File: src/rtl/cmx_pkg.sv
// Shared types, codes and operand schedule of the 2x2 complex matrix unit.
package cmx_pkg;

  localparam int unsigned WORD_BITS_DEF = 32;
  localparam int unsigned FRAC_BITS_DEF = 16;

  // Operation selector
  typedef enum logic [2:0] {
    FN_LOAD = 3'd0,
    FN_ADD  = 3'd1,
    FN_SUB  = 3'd2,
    FN_MUL  = 3'd3,
    FN_CSC  = 3'd4,
    FN_RSC  = 3'd5,
    FN_DET  = 3'd6,
    FN_INV  = 3'd7
  } func_e;

  // Product sequence being run by the shared multiplier
  typedef enum logic [1:0] {
    PH_OP   = 2'd0,
    PH_IDET = 2'd1,
    PH_FDET = 2'd2,
    PH_NORM = 2'd3
  } phase_e;

  typedef enum logic [3:0] {
    S_IDLE,
    S_DISPATCH,
    S_SIMPLE,
    S_MAC,
    S_WAIT,
    S_CHKSING,
    S_DIVGO,
    S_DIVRUN,
    S_ADJ,
    S_PUBLISH
  } state_e;

  // Operand source codes: [4:3] bank, [2:0] entry
  localparam logic [4:0] SRC_ACC  = 5'd0;
  localparam logic [4:0] SRC_X    = 5'd8;
  localparam logic [4:0] SRC_M    = 5'd16;
  localparam logic [4:0] SRC_RR   = 5'd24;
  localparam logic [4:0] SRC_RI   = 5'd25;
  localparam logic [4:0] SRC_DRE  = 5'd26;
  localparam logic [4:0] SRC_DIM  = 5'd27;
  localparam logic [4:0] SRC_ZERO = 5'd28;

  localparam logic [4:0] K_LAST_OP   = 5'd31;
  localparam logic [4:0] K_LAST_DET  = 5'd7;
  localparam logic [4:0] K_LAST_NORM = 5'd3;

  typedef struct packed {
    logic       neg;
    logic [4:0] sa;
    logic [4:0] sb;
  } term_t;

  // Controller to datapath commands
  typedef struct packed {
    logic       cap;
    logic       simple;
    logic       set_sing;
    logic       adj;
    logic       div_start;
    logic       issue;
    logic       publish;
    phase_e     phase;
    logic [4:0] k;
  } cmd_t;

  // Datapath to controller status
  typedef struct packed {
    func_e func;
    logic  det_zero;
    logic  div_done;
  } stat_t;

  // Operands and sign of product term k (result part k[4:2], term k[1:0])
  function automatic term_t term_sel(phase_e ph, func_e fn, logic [4:0] k);
    logic [2:0] o;
    logic [1:0] t;
    logic [1:0] e;
    logic [4:0] p0;
    logic [4:0] p1;
    logic [4:0] q0;
    logic [4:0] q1;
    logic [4:0] eb;
    logic [4:0] db;
    term_t      r;
    o  = k[4:2];
    t  = k[1:0];
    e  = o[2:1];
    p0 = {2'b00, e[1], 2'b00};
    p1 = p0 + 5'd2;
    q0 = {3'b000, e[0], 1'b0};
    q1 = q0 + 5'd4;
    eb = {2'b00, e, 1'b0};
    db = (ph == PH_FDET) ? SRC_M : SRC_ACC;
    r.neg = 1'b0;
    r.sa  = SRC_ZERO;
    r.sb  = SRC_ZERO;
    unique case (ph)
      PH_OP: begin
        unique case (fn)
          FN_MUL: begin
            unique case (t)
              2'd0: begin
                r.sa = SRC_ACC + p0;
                r.sb = o[0] ? SRC_X + q0 + 5'd1 : SRC_X + q0;
              end
              2'd1: begin
                r.sa  = SRC_ACC + p0 + 5'd1;
                r.sb  = o[0] ? SRC_X + q0 : SRC_X + q0 + 5'd1;
                r.neg = ~o[0];
              end
              2'd2: begin
                r.sa = SRC_ACC + p1;
                r.sb = o[0] ? SRC_X + q1 + 5'd1 : SRC_X + q1;
              end
              default: begin
                r.sa  = SRC_ACC + p1 + 5'd1;
                r.sb  = o[0] ? SRC_X + q1 : SRC_X + q1 + 5'd1;
                r.neg = ~o[0];
              end
            endcase
          end
          FN_CSC, FN_INV: begin
            if (t == 2'd0) begin
              r.sa = (fn == FN_INV) ? SRC_X + eb : SRC_ACC + eb;
              if (fn == FN_INV) r.sb = o[0] ? SRC_RI : SRC_RR;
              else r.sb = o[0] ? SRC_X + 5'd1 : SRC_X;
            end else if (t == 2'd1) begin
              r.sa  = (fn == FN_INV) ? SRC_X + eb + 5'd1 : SRC_ACC + eb + 5'd1;
              if (fn == FN_INV) r.sb = o[0] ? SRC_RR : SRC_RI;
              else r.sb = o[0] ? SRC_X : SRC_X + 5'd1;
              r.neg = ~o[0];
            end
          end
          FN_RSC: begin
            if (t == 2'd0) begin
              r.sa = SRC_ACC + {2'b00, o};
              r.sb = SRC_X;
            end
          end
          default: begin
            r.neg = 1'b0;
          end
        endcase
      end
      PH_IDET, PH_FDET: begin
        unique case (t)
          2'd0: begin
            r.sa = db;
            r.sb = o[0] ? db + 5'd7 : db + 5'd6;
          end
          2'd1: begin
            r.sa  = db + 5'd1;
            r.sb  = o[0] ? db + 5'd6 : db + 5'd7;
            r.neg = ~o[0];
          end
          2'd2: begin
            r.sa  = db + 5'd2;
            r.sb  = o[0] ? db + 5'd5 : db + 5'd4;
            r.neg = 1'b1;
          end
          default: begin
            r.sa  = db + 5'd3;
            r.sb  = o[0] ? db + 5'd4 : db + 5'd5;
            r.neg = o[0];
          end
        endcase
      end
      default: begin
        if (t == 2'd0) begin
          r.sa = SRC_DRE;
          r.sb = SRC_DRE;
        end else if (t == 2'd1) begin
          r.sa = SRC_DIM;
          r.sb = SRC_DIM;
        end
      end
    endcase
    return r;
  endfunction

endpackage

File: src/rtl/cmx_ctrl.sv
// Sequencer that steps the datapath through one request and owns both handshakes.
module cmx_ctrl (
  input  logic           clk_i,
  input  logic           rst_ni,
  input  logic           in_valid_i,
  output logic           in_ready_o,
  output logic           out_valid_o,
  input  logic           out_ready_i,
  input  cmx_pkg::stat_t stat_i,
  output cmx_pkg::cmd_t  cmd_o
);

  cmx_pkg::state_e state_q, state_d;
  cmx_pkg::phase_e phase_q, phase_d;
  logic [4:0]      k_q, k_d;
  logic            out_valid_q, out_valid_d;
  logic [4:0]      k_last;
  logic            slot_free;

  always_comb begin
    unique case (phase_q)
      cmx_pkg::PH_OP:   k_last = cmx_pkg::K_LAST_OP;
      cmx_pkg::PH_NORM: k_last = cmx_pkg::K_LAST_NORM;
      default:          k_last = cmx_pkg::K_LAST_DET;
    endcase
  end

  assign slot_free = !out_valid_q || out_ready_i;

  // Next state
  always_comb begin
    state_d = state_q;
    phase_d = phase_q;
    k_d     = k_q;
    unique case (state_q)
      cmx_pkg::S_IDLE: begin
        if (in_valid_i) state_d = cmx_pkg::S_DISPATCH;
      end
      cmx_pkg::S_DISPATCH: begin
        k_d = '0;
        unique case (stat_i.func)
          cmx_pkg::FN_MUL, cmx_pkg::FN_CSC, cmx_pkg::FN_RSC: begin
            state_d = cmx_pkg::S_MAC;
            phase_d = cmx_pkg::PH_OP;
          end
          cmx_pkg::FN_INV: begin
            state_d = cmx_pkg::S_MAC;
            phase_d = cmx_pkg::PH_IDET;
          end
          default: state_d = cmx_pkg::S_SIMPLE;
        endcase
      end
      cmx_pkg::S_SIMPLE: begin
        state_d = cmx_pkg::S_MAC;
        phase_d = cmx_pkg::PH_FDET;
        k_d     = '0;
      end
      cmx_pkg::S_MAC: begin
        k_d = k_q + 5'd1;
        if (k_q == k_last) state_d = cmx_pkg::S_WAIT;
      end
      cmx_pkg::S_WAIT: begin
        k_d = '0;
        unique case (phase_q)
          cmx_pkg::PH_OP: begin
            state_d = cmx_pkg::S_MAC;
            phase_d = cmx_pkg::PH_FDET;
          end
          cmx_pkg::PH_IDET: state_d = cmx_pkg::S_CHKSING;
          cmx_pkg::PH_NORM: state_d = cmx_pkg::S_DIVGO;
          default:          state_d = cmx_pkg::S_PUBLISH;
        endcase
      end
      cmx_pkg::S_CHKSING: begin
        k_d = '0;
        if (stat_i.det_zero) begin
          state_d = cmx_pkg::S_SIMPLE;
        end else begin
          state_d = cmx_pkg::S_MAC;
          phase_d = cmx_pkg::PH_NORM;
        end
      end
      cmx_pkg::S_DIVGO: state_d = cmx_pkg::S_DIVRUN;
      cmx_pkg::S_DIVRUN: begin
        if (stat_i.div_done) state_d = cmx_pkg::S_ADJ;
      end
      cmx_pkg::S_ADJ: begin
        state_d = cmx_pkg::S_MAC;
        phase_d = cmx_pkg::PH_OP;
        k_d     = '0;
      end
      cmx_pkg::S_PUBLISH: begin
        if (slot_free) state_d = cmx_pkg::S_IDLE;
      end
      default: state_d = cmx_pkg::S_IDLE;
    endcase
  end

  // Commands and handshake outputs
  always_comb begin
    cmd_o           = '0;
    cmd_o.phase     = phase_q;
    cmd_o.k         = k_q;
    cmd_o.cap       = (state_q == cmx_pkg::S_IDLE) && in_valid_i;
    cmd_o.simple    = (state_q == cmx_pkg::S_SIMPLE);
    cmd_o.set_sing  = (state_q == cmx_pkg::S_CHKSING) && stat_i.det_zero;
    cmd_o.adj       = (state_q == cmx_pkg::S_ADJ);
    cmd_o.div_start = (state_q == cmx_pkg::S_DIVGO);
    cmd_o.issue     = (state_q == cmx_pkg::S_MAC);
    cmd_o.publish   = (state_q == cmx_pkg::S_PUBLISH) && slot_free;
    in_ready_o      = (state_q == cmx_pkg::S_IDLE);
    out_valid_d     = cmd_o.publish ? 1'b1 : (out_valid_q && !out_ready_i);
  end

  assign out_valid_o = out_valid_q;

  always_ff @(posedge clk_i or negedge rst_ni) begin
    if (!rst_ni) begin
      state_q     <= cmx_pkg::S_IDLE;
      phase_q     <= cmx_pkg::PH_OP;
      k_q         <= '0;
      out_valid_q <= 1'b0;
    end else begin
      state_q     <= state_d;
      phase_q     <= phase_d;
      k_q         <= k_d;
      out_valid_q <= out_valid_d;
    end
  end

endmodule

File: config.mk
export PLATFORM = sky130hd
export DESIGN_NAME = cmx_ctrl
export DESIGN_NICKNAME = d
export VERILOG_FILES = /design/src/rtl/cmx_pkg.sv /design/src/rtl/cmx_ctrl.sv
export SDC_FILE = /design/constraint.sdc
export NUM_CORES = 1
export LEC_CHECK = 0
export ABC_CLOCK_PERIOD_IN_PS = 4540
export BUFFER_PORTS_ARGS = -buffer_cell sky130_fd_sc_hd__buf_2
export CAP_MARGIN = 40
export CORE_ASPECT_RATIO = 0.7
export CORE_MARGIN = 2
export CORE_UTILIZATION = 40
export CTS_CLUSTER_DIAMETER = 200
export DETAILED_ROUTE_END_ITERATION = 10
export GPL_ROUTABILITY_DRIVEN = 0
export GPL_TIMING_DRIVEN = 0
export HOLD_SLACK_MARGIN = 0.03
export PLACE_DENSITY = 0.63
export SETUP_SLACK_MARGIN = 0.2
export SLEW_MARGIN = 20
export SYNTH_ARGS = -nofsm -noshare
export SYNTH_HDL_FRONTEND = slang
export SYNTH_SLANG_ARGS = --single-unit
File: constraint.sdc
create_clock -name clk_i -period 4.54 [get_ports clk_i]
set_input_delay 0.908 -clock clk_i [delete_from_list [all_inputs] [get_ports clk_i]]
set_output_delay 0.908 -clock clk_i [all_outputs]
set_load 0.03 [all_outputs]
Word-level counts from Yosys, hierarchy flattened
Cells that the tools add are included.
Cells by class
  add/sub/neg operators: 1
  muxes and demuxes: 15
  reduce and logical (&&, ||, !) cells: 17
  eq/ne operators: 23
Operators by type and width (number)
  4-bit case mux with 9 select lines: 1
  5-bit case mux with 2 select lines: 2
  4-bit by 3-bit == test with 1-bit output, second input constant: 4
  4-bit two-way mux: 4
  4-bit case mux with 3 select lines: 1
  2-bit != test, second input constant: 5
  2-bit case mux with 5 select lines: 1
  3-bit == test, second input constant: 3
  4-bit by 2-bit == test with 1-bit output, second input constant: 2
  4-bit == test, second input constant: 2
  4-bit AND reduction: 2
  5-bit by 1-bit adder with 5-bit output, second input constant: 1
  5-bit == test: 1
  5-bit nonzero test: 1
  5-bit OR reduction: 1
  4-bit by 1-bit == test with 1-bit output, second input constant: 1
  1-bit logical AND: 4
  4-bit logical NOT: 1
  2-bit two-way mux: 2
  2-bit case mux with 2 select lines: 1
  4-bit OR reduction: 1
  3-bit by 2-bit == test with 1-bit output, second input constant: 1
  1-bit two-way mux: 3
  3-bit != test, second input constant: 1
  9 further kinds: 10
Word-level totals
  input bits: 9
  output and inout bits: 16
  register bits: 12

Logic depth before layout (Yosys ltp)
Gate-level depths: netlist (run 1).
  word-level depth: 5
  depth in mapped cells: 6
  mapped depth without buffers: 6

Worst setup path before layout (run 1)
Ideal clock, no wire load.
  path type: register to output
  start point: register state_q[0]
  end point: output cmd_o[13] (netlist bit)
  path slack: 1441 ps
  buffers on the path: 2
  stages on the path, launching flop included: 5
  data arrival time: 2191 ps
  required time: 3632 ps
  cells stage by stage: dfrtp_1 > buf_2 > buf_2 > nor4_1 > and2_1
RTL lines
  from (decl): line cmx_ctrl.sv:13  | cmx_pkg::state_e state_q, state_d;
  from (signal assigned): line cmx_ctrl.sv:119  | state_q <= cmx_pkg::S_IDLE;
  from (signal assigned): line cmx_ctrl.sv:124  | state_q <= state_d;
  to (decl): line cmx_ctrl.sv:10  | output cmx_pkg::cmd_t cmd_o

==> results.py, run 1 <==
metrics = {
    "pwr": {
        "peakVddDrop_mv": 0.188,
        "leakage_nw": 0.580,
        "power_density_nw_per_um2": 654,
    },
    "worst_setup_path": {
        "end_kind": "output port",
        "reg2reg_from": "phase_q[0]",
        "required_ns": 3.63,
        "start_kind": "register",
        "cp_max_fo": 10,
        "cp.arrival_ns": 1.81,
        "worstSetupPathType": "reg2out",
        "critPathLaunch": "state_q[0]",
    },
    "routing": {
        "drt_iter0_drc": 33,
        "wl_mm": 2.28,
        "wl_met3_um": 111,
        "top_layer_used": "met4",
        "met1_length_mm": 1.17,
        "ant_nets": 0,
        "wire_per_inst_um": 13.9,
        "num_vias": 879,
        "drtPass1Iterations": 4,
        "vias_per_cell": 5.36,
        "route.met2.wl_um": 971,
        "drcViolationCount": 0,
    },
    "clocking": {
        "hold_buffers": 0,
        "cts_resized": 0,
        "cts.clk_slew.worst_paths_ns": 0.07,
        "cts_inserted_buffers": 3,
        "post_cts_buffers": 0,
        "clockRootBuffer": "clkbuf_4",
        "cts.sinks": 12,
        "cts_buffer_depth": 2,
        "cts_tree": "yes",
        "htreeDepth": 1,
        "clock_latency_ns": 0.27,
    },
    "place": {
        "placed_area_um2": 1130,
        "pre_cts_slack_ns": 2.13,
        "numPortBuffers": 24,
        "hpwl_mm": 1.73,
    },
    "die": {
        "core_area_um2": 2220,
        "row_count": 14,
        "io_pins": 25,
        "fp.dieW_um": 62.8,
        "die_height_um": 45.2,
        "initial_core_util_pct": 43.5,
        "dieArea_um2": 2840,
    },
    "timing": {
        "clock_skew_ns": 0.00114,
        "finalCritPeriodShare_pct": 59.9,
        "rsz0062_at_grt": "false",
        "maxSlewViolCount": 0,
        "finalCriticalPeriod_ns": 2.72,
        "setup_tns_ns": 0,
        "worstMarginPinSlew_ns": 0.433,
        "setup_viol": 0,
        "finalHoldViolations": 0,
        "max_slew_margin_pct": 71.0,
        "setup_slack_ns": 1.82,
        "fmax_ghz": 0.368,
    },
    "grt": {
        "grt_first_pass_wirelength_mm": 3.70,
        "antenna_found_initial": 0,
        "overflow": 0,
        "grt_max_degree": 13,
        "grt_pass1_vias": 757,
        "gr-usage-all-layers_pct": 17.1,
    },
    "synthesis": {
        "synth_largest_area_cell": "dfrtp_1",
        "syn-cell-area_um2": 968,
        "synth_fp_nets": 121,
        "syn_inst": 105,
        "synth_edf_count": 0,
        "yosysWarnings": 0,
        "avgSynthCellArea_um2": 9.22,
        "synth_seq_cells": 12,
        "synth_top_area_share_pct": 31.0,
        "synth_ff_type": "dfrtp_1",
        "synth-async-reset-ratio_pct": 100,
        "synth_area_leaders": "dfrtp_1 31%, ha_1 9.0%, nor2_1 4.3%",
        "synth_cell_types": 43,
        "yosysSeqAreaShare_pct": 31.0,
    },
    "layout": {
        "area_growth_pct": 18.9,
        "nNetsFinal": 150,
        "fillCellCount": 217,
        "drive_gt1_share_pct": 33.3,
        "final_cell_mix": "30 x buf_2, 12 x dfrtp_1, 11 x nor2_1, 7 x nor3_1, 7 x ha_1",
        "antennaDiodeCount": 0,
        "final_area_um2": 1150,
        "final_common_cell": "buf_2",
    },
    "job": {
        "drv_cap": 0,
    },
    "run_status": {
        "outcome": "finished, final reports clean",
    },
    "min_path": {
        "hold_path_class": "in2async",
    },
}
-- worst max-delay path: stages, from the launching register on --
cell and delay (ns):
dfrtp_1 0.40, buf_2 0.19, buf_2 0.21, nor4_1 0.38
and2_1 0.17, buf_2 0.19
-- cells in the mapped netlist (2+ instances only) --
cell type	count
a21oi_1	4
nand2b_1	4
xor2_1	4
o22ai_1	2
ha_1	7
nor3_1	7
dfrtp_1	12
nor2b_1	3
buf_2	6
nor2_1	11
and3_1	2
inv_1	3
nand2_1	6
mux2_1	3
nand4_1	2
o211ai_1	2
-- stage by stage --
stage          instances  hold WS [ns]  power, mW  utilization, %
6_report             164         0.502      0.753            51.7
2_1_floorplan        105         0.594      0.568               -
4_1_cts              164         0.502      0.755            51.7
3_3_place_gp         161         0.505      0.682            50.7
3_5_place_dp         161         0.521      0.687            50.7
5_1_grt              164         0.500      0.812            51.7
-- area by class of cell --
class | count | area [µm²] | share of cell area, %
Buffer | 7 | 37.5 | 3.26
Inverter | 4 | 15.0 | 1.30
Multi-Input combinational cell | 82 | 616 | 53.5
Sequential cell | 12 | 300 | 26.1
Clock buffer | 3 | 22.5 | 1.96
Tap cell | 32 | 40.0 | 3.48
Timing Repair Buffer | 24 | 120 | 10.4
-- flip-flops by register name, summed over array words and instances (netlist names) --
| name | flops |
|---|---|
| phase_q | 2 |
| k_q | 5 |
| state_q | 4 |
| out_valid_o | 1 |
-- cells by family after synthesis --
family | synth area share [%]
multiplexers | 5.68
adder cells (fa/ha/maj) | 9.04
AND/OR/NAND/NOR | 25.6
AO/OA/AOI/OAI | 17.1
XOR/XNOR | 6.20
buffers and inverters | 5.43
flip-flops | 31.0
-- metal layers --
metal,global-route usage (%),up-vias
met2,26.7,26
met4,4.00,0
met5,0,-
met3,4.49,4
li1,-,438
met1,24.2,411
-- worst paths after layout --
check                           slack [ns]           to  cells past startpoint
worst min-delay path                  0.50   state_q[2]                      1
worst max register to register        2.76   state_q[1]                      6
min in group clk_i                    0.53  out_valid_o                      2
worst min register to register        0.53  out_valid_o                      2
max in group asynchronous             3.83       k_q[1]                      1
worst max-delay path                  1.82    cmd_o[13]                      5
-- report_power, final --
| part | leakage (nW) | switching (mW) | internal (mW) | total [mW] |
|---|---|---|---|---|
| Clock | 0.0138 | 0.0330 | 0.0307 | 0.0637 |
| Sequential | 0.158 | 0.0374 | 0.139 | 0.177 |
| Combinational | 0.409 | 0.312 | 0.200 | 0.512 |
(Power assumes the default switching activity.)
==> inputs of run 2 (changes only) <==
--- a/config.mk
+++ b/config.mk
@@ -5,7 +5,7 @@
 export SDC_FILE = /design/constraint.sdc
 export NUM_CORES = 1
 export LEC_CHECK = 0
-export ABC_CLOCK_PERIOD_IN_PS = 4540
+export ABC_CLOCK_PERIOD_IN_PS = 2200
 export BUFFER_PORTS_ARGS = -buffer_cell sky130_fd_sc_hd__buf_2
 export CAP_MARGIN = 40
 export CORE_ASPECT_RATIO = 0.7
@@ -16,7 +16,7 @@
 export GPL_ROUTABILITY_DRIVEN = 0
 export GPL_TIMING_DRIVEN = 0
 export HOLD_SLACK_MARGIN = 0.03
-export PLACE_DENSITY = 0.63
+export PLACE_DENSITY = 0.66
 export SETUP_SLACK_MARGIN = 0.2
 export SLEW_MARGIN = 20
 export SYNTH_ARGS = -nofsm -noshare
==> constraint.sdc (replaced) <==
create_clock -name clk_i -period 2.2 [get_ports clk_i]
set_input_delay 0.44 -clock clk_i [delete_from_list [all_inputs] [get_ports clk_i]]
set_output_delay 0.44 -clock clk_i [all_outputs]
set_load 0.03 [all_outputs]
==> run 2 against run 1 <==
Against the previous run: combinational power increased to 2.5 times the previous value; global-route usage increased by 0.95 points; critical path depth is the same; hold slack lost 0.048 ns; sequential share of layout area down 3.0 points; routed wire length is 5.4% higher; first-iteration DRC count unchanged; cell area rose by 14%.
==> results.py, run 2 (synthesis results as in run 1) <==
metrics = {
    "run_status": {
        "outcome": "finished, final reports clean",
    },
    "grt": {
        "grt.met2_usage_pct": 29.2,
        "overflow": 0,
        "gr-usage-all-layers_pct": 18.1,
        "use_met3_pct": 5.99,
        "busiest_layer": "met2",
        "grt_first_pass_wirelength_mm": 3.91,
        "antenna_found_initial": 0,
        "grt_pass1_vias": 860,
        "grt_max_degree": 13,
        "grt_use_met1_pct": 23.8,
    },
    "min_path": {
        "hold_path_class": "in2reg",
        "hold_depth": 3,
        "min_from": "out_ready_i",
        "whs_endpoint": "out_valid_o",
    },
    "pwr": {
        "leakage_nw": 0.650,
        "power_density_nw_per_um2": 1400,
        "peakVddDrop_mv": 0.645,
    },
    "layout": {
        "antennaDiodeCount": 0,
        "largest-register": "k_q",
        "reg.largest.list": "k_q: 5 flops, state_q: 4 flops, phase_q: 2 flops",
        "largest_reg_flops": 5,
        "final_area_um2": 1310,
        "nNetsFinal": 160,
        "fillCellCount": 200,
        "drive_gt1_share_pct": 41.3,
        "final_common_cell": "buf_2",
        "area_growth_pct": 35.1,
        "final_cell_mix": "23 x buf_2, 11 x nor2_1, 11 x buf_4, 10 x dfrtp_1",
        "seqCellArea_um2": 303,
        "multi_input_area_um2": 636,
    },
    "routing": {
        "wl_mm": 2.40,
        "wire_per_inst_um": 13.7,
        "ant_nets": 0,
        "num_vias": 894,
        "drt_iter0_drc": 33,
        "vias_per_cell": 5.11,
        "drtPass1Iterations": 4,
        "drcViolationCount": 0,
    },
    "worst_setup_path": {
        "required_ns": 1.76,
        "r2r-end": "state_q[1]",
        "regToRegSetupSlack_ns": 0.40,
        "worstSetupPathType": "reg2out",
        "cp.arrival_ns": 1.54,
        "start_kind": "register",
        "end_kind": "output port",
        "reg2reg_from": "phase_q[0]",
        "worstRegToRegCells": 6,
        "cp_max_fo": 6,
    },
    "clocking": {
        "cts_inserted_buffers": 3,
        "cts_tree": "yes",
        "cts.clk_slew.worst_paths_ns": 0.08,
        "cts_buffer_depth": 2,
        "clockRootBuffer": "clkbuf_4",
        "htreeDepth": 1,
        "cts.sinks": 12,
        "clock_latency_ns": 0.28,
    },
    "timing": {
        "setup_tns_ns": 0,
        "setup_viol": 0,
        "max_slew_margin_pct": 69.8,
        "fin_hold_ws_ns": 0.454,
        "fmax_ghz": 0.504,
        "rsz0062_at_grt": "true",
        "maxSlewViolCount": 0,
        "finalCriticalPeriod_ns": 1.98,
        "worstMarginPinSlew_ns": 0.450,
        "clock_skew_ns": 0.00981,
        "finalHoldViolations": 0,
        "finalCritPeriodShare_pct": 90.2,
    },
    "die": {
        "initial_core_util_pct": 43.5,
        "die_height_um": 45.2,
        "core_area_um2": 2220,
        "row_count": 14,
        "dieArea_um2": 2840,
        "io_pins": 25,
        "fp.dieW_um": 62.8,
    },
    "place": {
        "numPortBuffers": 24,
        "placed_area_um2": 1140,
        "hpwl_mm": 1.73,
    },
    "job": {
        "drv_cap": 0,
    },
}
## run 2: cell types whose count changed in the layout (fill, tap and decap cells not counted), moves of 2 or more
cell / delta
dfrtp_1: -2
buf_2: -7
buf_4: +10
buf_6: +5
dfrtp_2: +2
## run 2: metrics by stage
stage | utilization [%] | setup WS [ns] | std cells | power, mW
3_5_place_dp | 51.5 | 0.394 | 161 | 1.44
6_report | 58.8 | 0.216 | 175 | 1.84
3_3_place_gp | 51.5 | 0.416 | 161 | 1.42
2_1_floorplan | - | 0.240 | 105 | 1.20
5_1_grt | 58.8 | 0.142 | 175 | 1.97
4_1_cts | 54.3 | 0.207 | 166 | 1.67
## run 2: area by class of cell
type                       count  area share (%)
tap                           32            3.06
sequential                    12            23.1
clock buffer                   4            2.77
multi-input combinational     82            48.6
timing repair buffer          34            15.6
buffer                         7            5.74
inverter                       4            1.15
## run 2: worst max-delay path by stage
stage | startpoint | to | slack (ns) | depth (start not counted)
2_1_floorplan | state_q[1] | cmd_o[13] | 0.24 | 4
3_3_place_gp | state_q[2] | cmd_o[11] | 0.42 | 4
3_5_place_dp | state_q[1] | cmd_o[13] | 0.39 | 5
4_1_cts | state_q[1] | cmd_o[13] | 0.21 | 5
5_1_grt | state_q[0] | cmd_o[13] | 0.14 | 5
6_report | state_q[0] | cmd_o[13] | 0.22 | 5
## run 2: power breakdown
group,total [mW],internal [mW],switching (mW)
sequential,0.370,0.290,0.0797
clock,0.178,0.101,0.0775
combinational,1.29,0.590,0.700
total,1.84,0.981,0.857
## run 2: worst max-delay path, stage by stage, from the launching register on
cell and delay (ns):
dfrtp_1 0.43, buf_6 0.15, buf_8 0.12, nor4_4 0.25, and2_4 0.18, buf_6 0.12
## run 2: routing by layer
layer  wire length [µm]  up-vias
li1                   -      453
met1               1180      413
met2               1060       24
met3                134        4
met4                 24        0
met5                  0        -
## run 2: repair_timing
action | 4_1_cts | 5_1_grt
pin swaps | 0 | 2
endpoints found under the hold margin | 0 | 1
setup endpoints to repair | 2 | 4
setup buffers | 1 | 8
cloned | 0 | 0
hold buffers | 0 | 1
resized for setup | 8 | 13
==> inputs of run 3 (changes only) <==
--- a/config.mk
+++ b/config.mk
@@ -9,7 +9,7 @@
 export BUFFER_PORTS_ARGS = -buffer_cell sky130_fd_sc_hd__buf_2
 export CAP_MARGIN = 40
 export CORE_ASPECT_RATIO = 0.7
-export CORE_MARGIN = 2
+export CORE_MARGIN = 1
 export CORE_UTILIZATION = 40
 export CTS_CLUSTER_DIAMETER = 200
 export DETAILED_ROUTE_END_ITERATION = 10
==> run 3 against run 2 <==
Against the previous run: clock power is 2% higher; utilization did not move; largest cell class unchanged; global-route usage is 3.8 points higher; cell count is 0.57% lower; highest routed layer unchanged; critical path type unchanged.
==> results.py, run 3 (synthesis results as in run 1) <==
metrics = {
    "run_status": {
        "outcome": "finished, final reports clean",
    },
    "timing": {
        "fmax_ghz": 0.511,
        "finalHoldViolations": 0,
        "rsz0062_at_grt": "true",
        "maxSlewViolCount": 0,
        "fin_hold_ws_ns": 0.0213,
        "setup_viol": 0,
        "max_slew_margin_pct": 70.6,
        "finalCriticalPeriod_ns": 1.96,
        "finalCritPeriodShare_pct": 89.0,
        "clock_skew_ns": 0.00630,
        "setup_tns_ns": 0,
        "worstMarginPinSlew_ns": 0.439,
    },
    "grt": {
        "grt_first_pass_wirelength_mm": 4.13,
        "overflow": 0,
        "grt_max_degree": 13,
        "grt_pass1_vias": 903,
        "gr-usage-all-layers_pct": 21.9,
        "antenna_found_initial": 0,
    },
    "pwr": {
        "p_total_mw": 1.88,
        "leakage_nw": 0.647,
        "power_density_nw_per_um2": 1430,
        "peakVddDrop_mv": 0.524,
    },
    "worst_setup_path": {
        "worstSetupPathType": "reg2out",
        "worstSetupEndpoint": "cmd_o[8]",
        "worst_path_most_repeated_cell": "buf_4",
        "reg2reg_from": "phase_q[0]",
        "cp_max_fo": 7,
        "cpMaxStageDelayCell": "dfrtp_1",
        "end_kind": "output port",
        "start_kind": "register",
        "worstRegToRegCells": 6,
        "critPathLaunch": "state_q[0]",
        "max_stage_delay_ns": 0.39,
        "crit_buf_inv": 3,
        "cp_num_cells": 4,
        "critPathTopFamily": "buffers and inverters",
        "cp.arrival_ns": 1.52,
        "r2r-end": "state_q[1]",
        "crit_path_cell_trace": "buf_4 > nor4bb_2 > buf_4 > clkbuf_4",
        "required_ns": 1.76,
        "regToRegSetupSlack_ns": 0.38,
    },
    "clocking": {
        "clockRootBuffer": "clkbuf_4",
        "cts_inserted_buffers": 3,
        "cts.sinks": 12,
        "cts.clk_slew.worst_paths_ns": 0.08,
        "cts_buffer_depth": 2,
        "clock_latency_ns": 0.28,
        "cts_tree": "yes",
        "htreeDepth": 1,
    },
    "routing": {
        "wire_per_inst_um": 14.9,
        "ant_nets": 0,
        "drt_iter0_drc": 38,
        "num_vias": 937,
        "drcViolationCount": 0,
        "drtPass1Iterations": 4,
        "wl_mm": 2.60,
        "vias_per_cell": 5.39,
    },
    "layout": {
        "reg.largest.list": "k_q: 5 flops, state_q: 4 flops, phase_q: 2 flops",
        "final_common_cell": "buf_2",
        "antennaDiodeCount": 0,
        "fillCellCount": 221,
        "largest_reg_flops": 5,
        "drive_gt1_share_pct": 41.5,
        "final_cell_mix": "22 x buf_2, 11 x nor2_1, 10 x buf_4, 10 x dfrtp_1",
        "area_growth_pct": 35.1,
        "nNetsFinal": 159,
        "largest-register": "k_q",
        "final_area_um2": 1310,
    },
    "die": {
        "row_count": 14,
        "die_height_um": 43.2,
        "io_pins": 25,
        "dieArea_um2": 2620,
        "fp.dieW_um": 60.8,
        "initial_core_util_pct": 43.5,
        "core_area_um2": 2220,
    },
    "job": {
        "drv_cap": 0,
    },
    "place": {
        "placed_area_um2": 1140,
        "numPortBuffers": 24,
        "hpwl_mm": 1.79,
    },
    "min_path": {
        "hold_path_class": "in2async",
    },
}
==> run 3: metrics by stage <==
step | instances | utilization (%) | worst slack, ns
after detailed placement | 161 | 51.5 | 0.373
final | 174 | 58.8 | 0.242
after global routing | 174 | 58.8 | 0.176
after CTS | 167 | 55.6 | 0.203
after global placement | 161 | 51.5 | 0.411
after floorplan | 105 | - | 0.240
==> run 3: timing repair <==
| item | in CTS | in global routing |
|---|---|---|
| pin swaps | 2 | 2 |
| setup buffers | 2 | 7 |
| hold buffers | 0 | 0 |
| gates resized for setup | 15 | 5 |
| endpoints found under the setup margin | 4 | 3 |
==> run 3: final cells by class <==
class / count / area (µm²) / share of cell area [%]
sequential: 12 / 303 / 23.1
timing repair buffer: 33 / 196 / 15.0
inverter: 4 / 15.0 / 1.15
clock buffer: 4 / 36.3 / 2.77
buffer: 7 / 78.8 / 6.02
multi-input combinational: 82 / 639 / 48.9
tap: 32 / 40.0 / 3.06
==> run 3: per-layer routing <==
metal / GRT usage (%) / share of wire [%] / vias to the layer above / wire (µm)
li1: - / - / 452 / -
met5: 0 / 0 / - / 0
met3: 7.32 / 5.7 / 7 / 148
met1: 29.5 / 47 / 452 / 1210
met4: 5.45 / 1.8 / 0 / 46
met2: 33.4 / 46 / 26 / 1190
==> run 3: worst min path at each step <==
stage            endpoint  slack (ns)  cells past startpoint
6_report       state_q[3]        0.02                      1
5_1_grt            k_q[1]        0.03                      1
4_1_cts            k_q[1]        0.03                      1
3_5_place_dp       k_q[4]        0.34                      1
3_3_place_gp       k_q[4]        0.33                      1
2_1_floorplan      k_q[0]        0.14                      0
==> run 3: power breakdown <==
group          internal, mW  total (mW)  switching (mW)
combinational         0.604        1.33           0.722
clock                 0.101       0.182          0.0809
sequential            0.290       0.369          0.0792
total                 0.995        1.88           0.882
==> run 3: worst register-to-register path: cells and delay by family (launching register included) <==
family,cells,cell delay (ns)
AOI/OAI and AO/OA,3,0.72
adders and majority gates,1,0.23
buffers and inverters,1,0.12
DFF,1,0.46
and+or+nand+nor,1,0.17
